### config.mk
export PLATFORM = sky130hd
export DESIGN_NAME = hfd_walk_ctrl
export DESIGN_NICKNAME = d
export VERILOG_FILES = /design/src/hfd_pkg.sv /design/src/hfd_walk_ctrl.sv
export SDC_FILE = /design/constraint.sdc
export NUM_CORES = 1
export LEC_CHECK = 0
export BUFFER_PORTS_ARGS = -buffer_cell sky130_fd_sc_hd__buf_2
export CORE_MARGIN = 4
export CORE_UTILIZATION = 37
export CTS_BUF_LIST = sky130_fd_sc_hd__clkbuf_8 sky130_fd_sc_hd__clkbuf_16
export DETAILED_ROUTE_END_ITERATION = 10
export GPL_TIMING_DRIVEN = 0
export PLACE_DENSITY = 0.8
export SLEW_MARGIN = 15
export SYNTH_ARGS = -nofsm -noshare
export SYNTH_HDL_FRONTEND = slang
export SYNTH_SLANG_ARGS = --single-unit
### constraint.sdc
create_clock -name clk -period 1.6 [get_ports clk]
set_input_delay 0 -clock clk [delete_from_list [all_inputs] [get_ports clk]]
set_output_delay 0 -clock clk [all_outputs]
set_load 0.02 [all_outputs]
### src/hfd_pkg.sv
// ----------------------------------------------------------------------------
// hfd_pkg
// shared types and constants of the huffman tree bit decoder
// ----------------------------------------------------------------------------
package hfd_pkg;

  localparam int IDX_W     = 9;
  localparam int SYM_W     = 8;
  localparam int CODE_BITS = 8;
  localparam int CNT_W     = $clog2(CODE_BITS);

  localparam logic OP_LOAD   = 1'b0;
  localparam logic OP_DECODE = 1'b1;

  // one tree node as stored in the node table
  typedef struct packed {
    logic [IDX_W-1:0] left;
    logic [IDX_W-1:0] right;
    logic             leaf;
    logic [SYM_W-1:0] sym;
  } node_t;

  // node table write request
  typedef struct packed {
    logic             en;
    logic [IDX_W-1:0] idx;
    node_t            node;
  } wr_req_t;

  typedef enum logic [1:0] {
    ST_IDLE,
    ST_WALK,
    ST_FINISH,
    ST_FLUSH
  } st_t;

endpackage

### src/hfd_walk_ctrl.sv
// ----------------------------------------------------------------------------
// hfd_walk_ctrl
// request control and tree walk, one node table read per code bit
// ----------------------------------------------------------------------------
module hfd_walk_ctrl
  import hfd_pkg::*;
(
  input  logic             clk,
  input  logic             rst,
  input  logic             start,
  input  logic             op,
  input  logic [IDX_W-1:0] node_index,
  input  logic [IDX_W-1:0] left_child,
  input  logic [IDX_W-1:0] right_child,
  input  logic             is_leaf,
  input  logic [SYM_W-1:0] leaf_symbol,
  input  logic [7:0]       code_byte,
  input  logic [IDX_W-1:0] root_index,
  input  node_t            rd_a,
  input  node_t            rd_b,
  output logic [IDX_W-1:0] addr_a,
  output wr_req_t          wr,
  output logic             busy,
  output logic             result_valid,
  output logic [SYM_W-1:0] symbol,
  output logic             last
);

  st_t                  state;
  st_t                  state_next;
  logic [CNT_W-1:0]     bit_cnt;
  logic [CODE_BITS-1:0] code_sr;
  logic [IDX_W-1:0]     cur_idx;
  logic                 pend_valid;
  logic [SYM_W-1:0]     pend_sym;

  logic                 accept;
  logic                 hit_leaf;
  node_t                base;
  logic [IDX_W-1:0]     child;
  logic                 emit;
  logic [SYM_W-1:0]     emit_sym;
  logic                 emit_last;
  logic                 pend_valid_next;
  logic [SYM_W-1:0]     pend_sym_next;

  assign accept = start && (state == ST_IDLE);
  assign busy   = (state != ST_IDLE);

  // rd_a holds the node reached by the previous bit, except on the first bit
  assign hit_leaf = rd_a.leaf &&
                    (((state == ST_WALK) && (bit_cnt != '0)) || (state == ST_FINISH));
  assign base     = hit_leaf ? rd_b : rd_a;
  assign child    = code_sr[CODE_BITS-1] ? base.right : base.left;
  assign addr_a   = (state == ST_WALK) ? child : cur_idx;

  always_comb begin
    wr.en   = accept && (op == OP_LOAD);
    wr.idx  = node_index;
    wr.node = '{left: left_child, right: right_child, leaf: is_leaf, sym: leaf_symbol};
  end

  always_comb begin
    state_next = state;
    case (state)
      ST_IDLE: begin
        if (accept && (op == OP_DECODE)) state_next = ST_WALK;
      end
      ST_WALK: begin
        if (bit_cnt == CNT_W'(CODE_BITS - 1)) state_next = ST_FINISH;
      end
      ST_FINISH: begin
        state_next = (hit_leaf && pend_valid) ? ST_FLUSH : ST_IDLE;
      end
      ST_FLUSH: begin
        state_next = ST_IDLE;
      end
      default: begin
        state_next = ST_IDLE;
      end
    endcase
  end

  // a symbol waits in pend until the next leaf or the end of the byte tells last
  always_comb begin
    emit            = 1'b0;
    emit_sym        = pend_sym;
    emit_last       = 1'b0;
    pend_valid_next = pend_valid;
    pend_sym_next   = pend_sym;
    case (state)
      ST_WALK: begin
        if (hit_leaf) begin
          emit            = pend_valid;
          pend_valid_next = 1'b1;
          pend_sym_next   = rd_a.sym;
        end
      end
      ST_FINISH: begin
        if (hit_leaf) begin
          if (pend_valid) begin
            emit          = 1'b1;
            pend_sym_next = rd_a.sym;
          end else begin
            emit      = 1'b1;
            emit_sym  = rd_a.sym;
            emit_last = 1'b1;
            pend_valid_next = 1'b0;
          end
        end else begin
          emit            = pend_valid;
          emit_last       = 1'b1;
          pend_valid_next = 1'b0;
        end
      end
      ST_FLUSH: begin
        emit            = 1'b1;
        emit_last       = 1'b1;
        pend_valid_next = 1'b0;
      end
      default: begin
        emit = 1'b0;
      end
    endcase
  end

  always_ff @(posedge clk) begin
    if (rst) begin
      state        <= ST_IDLE;
      bit_cnt      <= '0;
      cur_idx      <= '0;
      pend_valid   <= 1'b0;
      result_valid <= 1'b0;
    end else begin
      state        <= state_next;
      pend_valid   <= pend_valid_next;
      result_valid <= emit;
      if (accept) begin
        bit_cnt <= '0;
      end else if (state == ST_WALK) begin
        bit_cnt <= bit_cnt + 1'b1;
      end
      if (state == ST_WALK) begin
        cur_idx <= child;
      end else if ((state == ST_FINISH) && hit_leaf) begin
        cur_idx <= root_index;
      end
    end
  end

  always_ff @(posedge clk) begin
    pend_sym <= pend_sym_next;
    symbol   <= emit_sym;
    last     <= emit_last;
    if (accept) begin
      code_sr <= code_byte;
    end else if (state == ST_WALK) begin
      code_sr <= {code_sr[CODE_BITS-2:0], 1'b0};
    end
  end

  a_decode_starts: assert property (@(posedge clk) disable iff (rst)
    (accept && (op == OP_DECODE)) |=> (state == ST_WALK) && (bit_cnt == '0))
    else $error("decode request did not start the walk");

  a_flush_has_pend: assert property (@(posedge clk) disable iff (rst)
    (state == ST_FLUSH) |-> pend_valid)
    else $error("flush without a held symbol");

  a_last_ends_byte: assert property (@(posedge clk) disable iff (rst)
    (result_valid && last) |-> (state == ST_IDLE) && !pend_valid)
    else $error("last symbol while the byte is still in work");

  a_no_result_idle: assert property (@(posedge clk) disable iff (rst)
    result_valid |-> ($past(state) != ST_IDLE))
    else $error("result out of an idle cycle");

endmodule

==> summary.md <==
| Metric | Value |
|---|---|
| CORE AREA | `5990 µm²` |
| Status | `finished, violations left` |
| Starting density of the core | `38.4%` |
| Crit path DAT | `1.89 ns` |
| Sw Ratio | `27.3%` |
| Antenna cells | `0` |
| Reg-to-Reg Start | `state[0]` |
| Finished Layout Cells | `449` |
| Commonest non-fill, non-tap cell in the layout | `buf_2` |
| Final WS setup | `-0.290 ns` |
| CTS sink count | `41` |
| TritonCTS clock tree | `yes` |
| Fin crit share | `118%` |
| Fill cell count | `539` |
| Post-Synth XOR/XNOR Area | `0.380%` |
| Post-Synth Simple-Gate Area | `9.73%` |
| Clock share of power | `30.6%` |
| P_leak | `1.61 nW` |
| Worst Hold Class | `in -> reg` |
| Net count, final | `487` |
| Skew final | `0.00293 ns` |
| RSZ-0062 raised after global routing | `true` |
| Site Rows | `28` |
| Layout cell share with drive strength beyond 1 | `56.4%` |
| Post-route ant nets | `0` |
| Syn Area/Cell | `10.0 µm²` |
| Number of global-route vias before repair | `2195` |
| Met1 wire length | `2450 µm` |
| Worst Path Required | `1.60 ns` |
| Grt total ovfl | `0` |
| CTS Buf Count | `5` |
| Final setup violation count | `9` |
| DRC viols | `0` |
| Layout area overhead | `45.5%` |
| DR vias | `2178` |
| Synth unique cells | `33` |
| IO Port Bufs | `120` |
| Area of the multi-input gates | `1010 µm²` |
| Critical-path maximum fanout | `2` |
| P_int | `1.85 mW` |
| Clk buf depth | `2` |
| Net switching power | `694 µW` |
| Cells after Synth | `230` |
| Compound-Gate Fraction of Synth Area | `13.9%` |
| Htree depth | `2` |
| Crit end category | `primary output` |
| CTS root buf | `clkbuf_8` |
| Tmin final | `1.89 ns` |
| Initial antenna violation count | `0` |
| Commonest non-fill, non-tap cells in the layout | `121 x buf_2, 44 x buf_4, 24 x a21oi_1` |
| Insertion delay to the later sink of the worst-skew pair | `0.29 ns` |
| Final Max Tran Viols | `0` |
| Reg clk slew, reported paths | `0.08 ns` |
| Final Routed Wirelength | `6620 µm` |
| DR vias/cell | `4.85` |
| Total chip power | `2.55 mW` |
| Placed cell count | `425` |
| Main combinational cell family by area after synthesis | `buffers and inverters` |
| Relative slew slack | `62.0%` |
| Die W | `86.9 µm` |
| Combinational Power Share | `24.2%` |
| Hold Vio Cnt, Final | `0` |
| Met2 routed WL | `3520 µm` |
| HP Start | `code_byte[3]` |
| Hpwl dp | `4830 µm` |
| Highest routed metal layer | `met4` |
| Post-Syn Nets | `344` |
| Met3 WL post-DR | `526 µm` |
| CP startpoint kind | `flip-flop` |
| DIE AREA | `7550 µm²` |
| VDD IR max | `421 µV` |
| Achievable Freq | `0.529 GHz` |
| Synth Cell Area | `2300 µm²` |
| Avg WL per Cell | `14.7 µm` |
| Initial drt markers | `72` |
| Drt pass-1 iters | `4` |
| Flop pwr share | `45.2%` |
| Gp weighted congestion | `0.720` |
| Gr usage total | `17.2%` |
| Ys Warns | `0` |
| Setup TNS | `-2.32 ns` |
| Largest net degree at the start of global routing | `15` |
| Total area of sequential cells | `987 µm²` |
| Post-synthesis mux area share | `15.8%` |
| Io pins | `168` |
| Synth Area in Adders | `1.63%` |
| Max-cap viol count | `0` |
| CP Launch Point | `bit_cnt[0]` |
| Pwr Density | `761 nW/µm²` |
| First-pass GRT wire length | `10100 µm` |
| Crit Path Class | `reg -> out` |
| Worst-Margin Slew | `0.569 ns` |
| Post-synthesis sequential area ratio | `42.6%` |
| Die Ht | `86.9 µm` |
| Failing checks | `negative setup slack` |
| Yosys reg bits | `41` |
repair_timing:
| item | 4_1_cts | 5_1_grt |
|---|---|---|
| endpoints found under the setup margin | 48 | 40 |
| hold buffers | 12 | 0 |
| pin swaps | 7 | 1 |
| buffers inserted | 5 | 1 |
| endpoints found under the hold margin | 20 | 0 |
| gates resized for setup | 22 | 5 |
stage by stage:
step                      cell area, µm²  hold WS [ns]  setup slack (ns)  utilization (%)
after floorplan                     2310        0.0781            0.0136                -
final                               3350        0.0111            -0.290             55.9
after detailed placement            3000         0.191            -0.266             50.1
after global placement              3000         0.190            -0.217             50.1
after global routing                3350      0.000148            -0.346             55.9
after CTS                           3330      0.000226            -0.290             55.5
sequential cells by signal, indices dropped and copies added, names as in the netlist:
signal        cells
code_sr           8
last              1
pend_sym          8
bit_cnt           3
state             2
pend_valid        1
cur_idx           9
symbol            8
result_valid      1
logic make-up after synthesis:
logic type,after synthesis
AO/OA/AOI/OAI,49
buffers and inverters,56
adder cells (fa/ha/maj),3
flip-flops,41
AND/OR/NAND/NOR,47
multiplexers,33
XOR/XNOR,1
critical path: stages, from the launching register on:
cell     delay [ns]
dfxtp_2        0.34
inv_2          0.05
ha_4           0.15
a21oi_4        0.13
and2_4         0.17
mux4_2         0.33
mux2_4         0.29
buf_6          0.13
synthesized netlist by cell type:
cell type   n  area, µm²
o21ai_0     2       10.0
nor2_1     17       63.8
mux2_2     16        180
a21oi_2     1       8.76
dfxtp_1    25        500
clkbuf_1    5       18.8
o21ai_1     1       5.00
a221o_1     8       80.1
and2_1      2       12.5
clkbuf_4    1       7.51
nor2b_1     2       12.5
xnor2_1     1       8.76
a31oi_1     1       6.26
buf_6       1       11.3
o2bb2ai_1   1       8.76
nand2b_1    2       12.5
ha_1        3       37.5
buf_1       2       7.51
buf_2       3       15.0
mux4_2      1       22.5
a32oi_1     1       8.76
and2_4      1       8.76
a22oi_1     9       67.6
nor4b_4     1       23.8
buf_4      38        285
nor3_1      4       20.0
inv_1       5       18.8
mux2i_1    16        160
and3_1      1       6.26
edfxtp_1   16        480
a21oi_1    25        125
inv_2       1       3.75
nand2_1    17       63.8
routing by layer:
layer,vias to the layer above,GRT usage (%)
li1,1070,-
met5,-,0
met1,1000,19.0
met4,0,6.23
met3,10,5.20
met2,98,30.8
layout make-up:
type                            instances  share of cell area [%]
Buffer                                 48                    10.3
Clock buffer                            6                    2.80
Clock inverter                          2                   0.486
Inverter                                6                   0.672
Multi-Input combinational cell        133                    30.2
Sequential cell                        41                    29.5
Tap cell                               75                    2.80
Timing Repair Buffer                  138                    23.2
worst paths after layout:
kind / end / cells past startpoint / slack, ns
max: addr_a[7] / 7 / -0.29
min: code_sr[3] / 2 / 0.01
max reg2reg: code_sr[5] / 5 / 0.03
min reg2reg: symbol[0] / 1 / 0.49
power groups by stage:
stage	Combinational, mW	Sequential, mW	Clock, mW
6_report	0.617	1.15	0.780
2_1_floorplan	0.378	1.17	0
5_1_grt	0.674	1.15	0.843
3_5_place_dp	0.568	1.18	0
4_1_cts	0.617	1.15	0.807
3_3_place_gp	0.557	1.17	0
No activity file was read; power rests on OpenSTA's default activity.
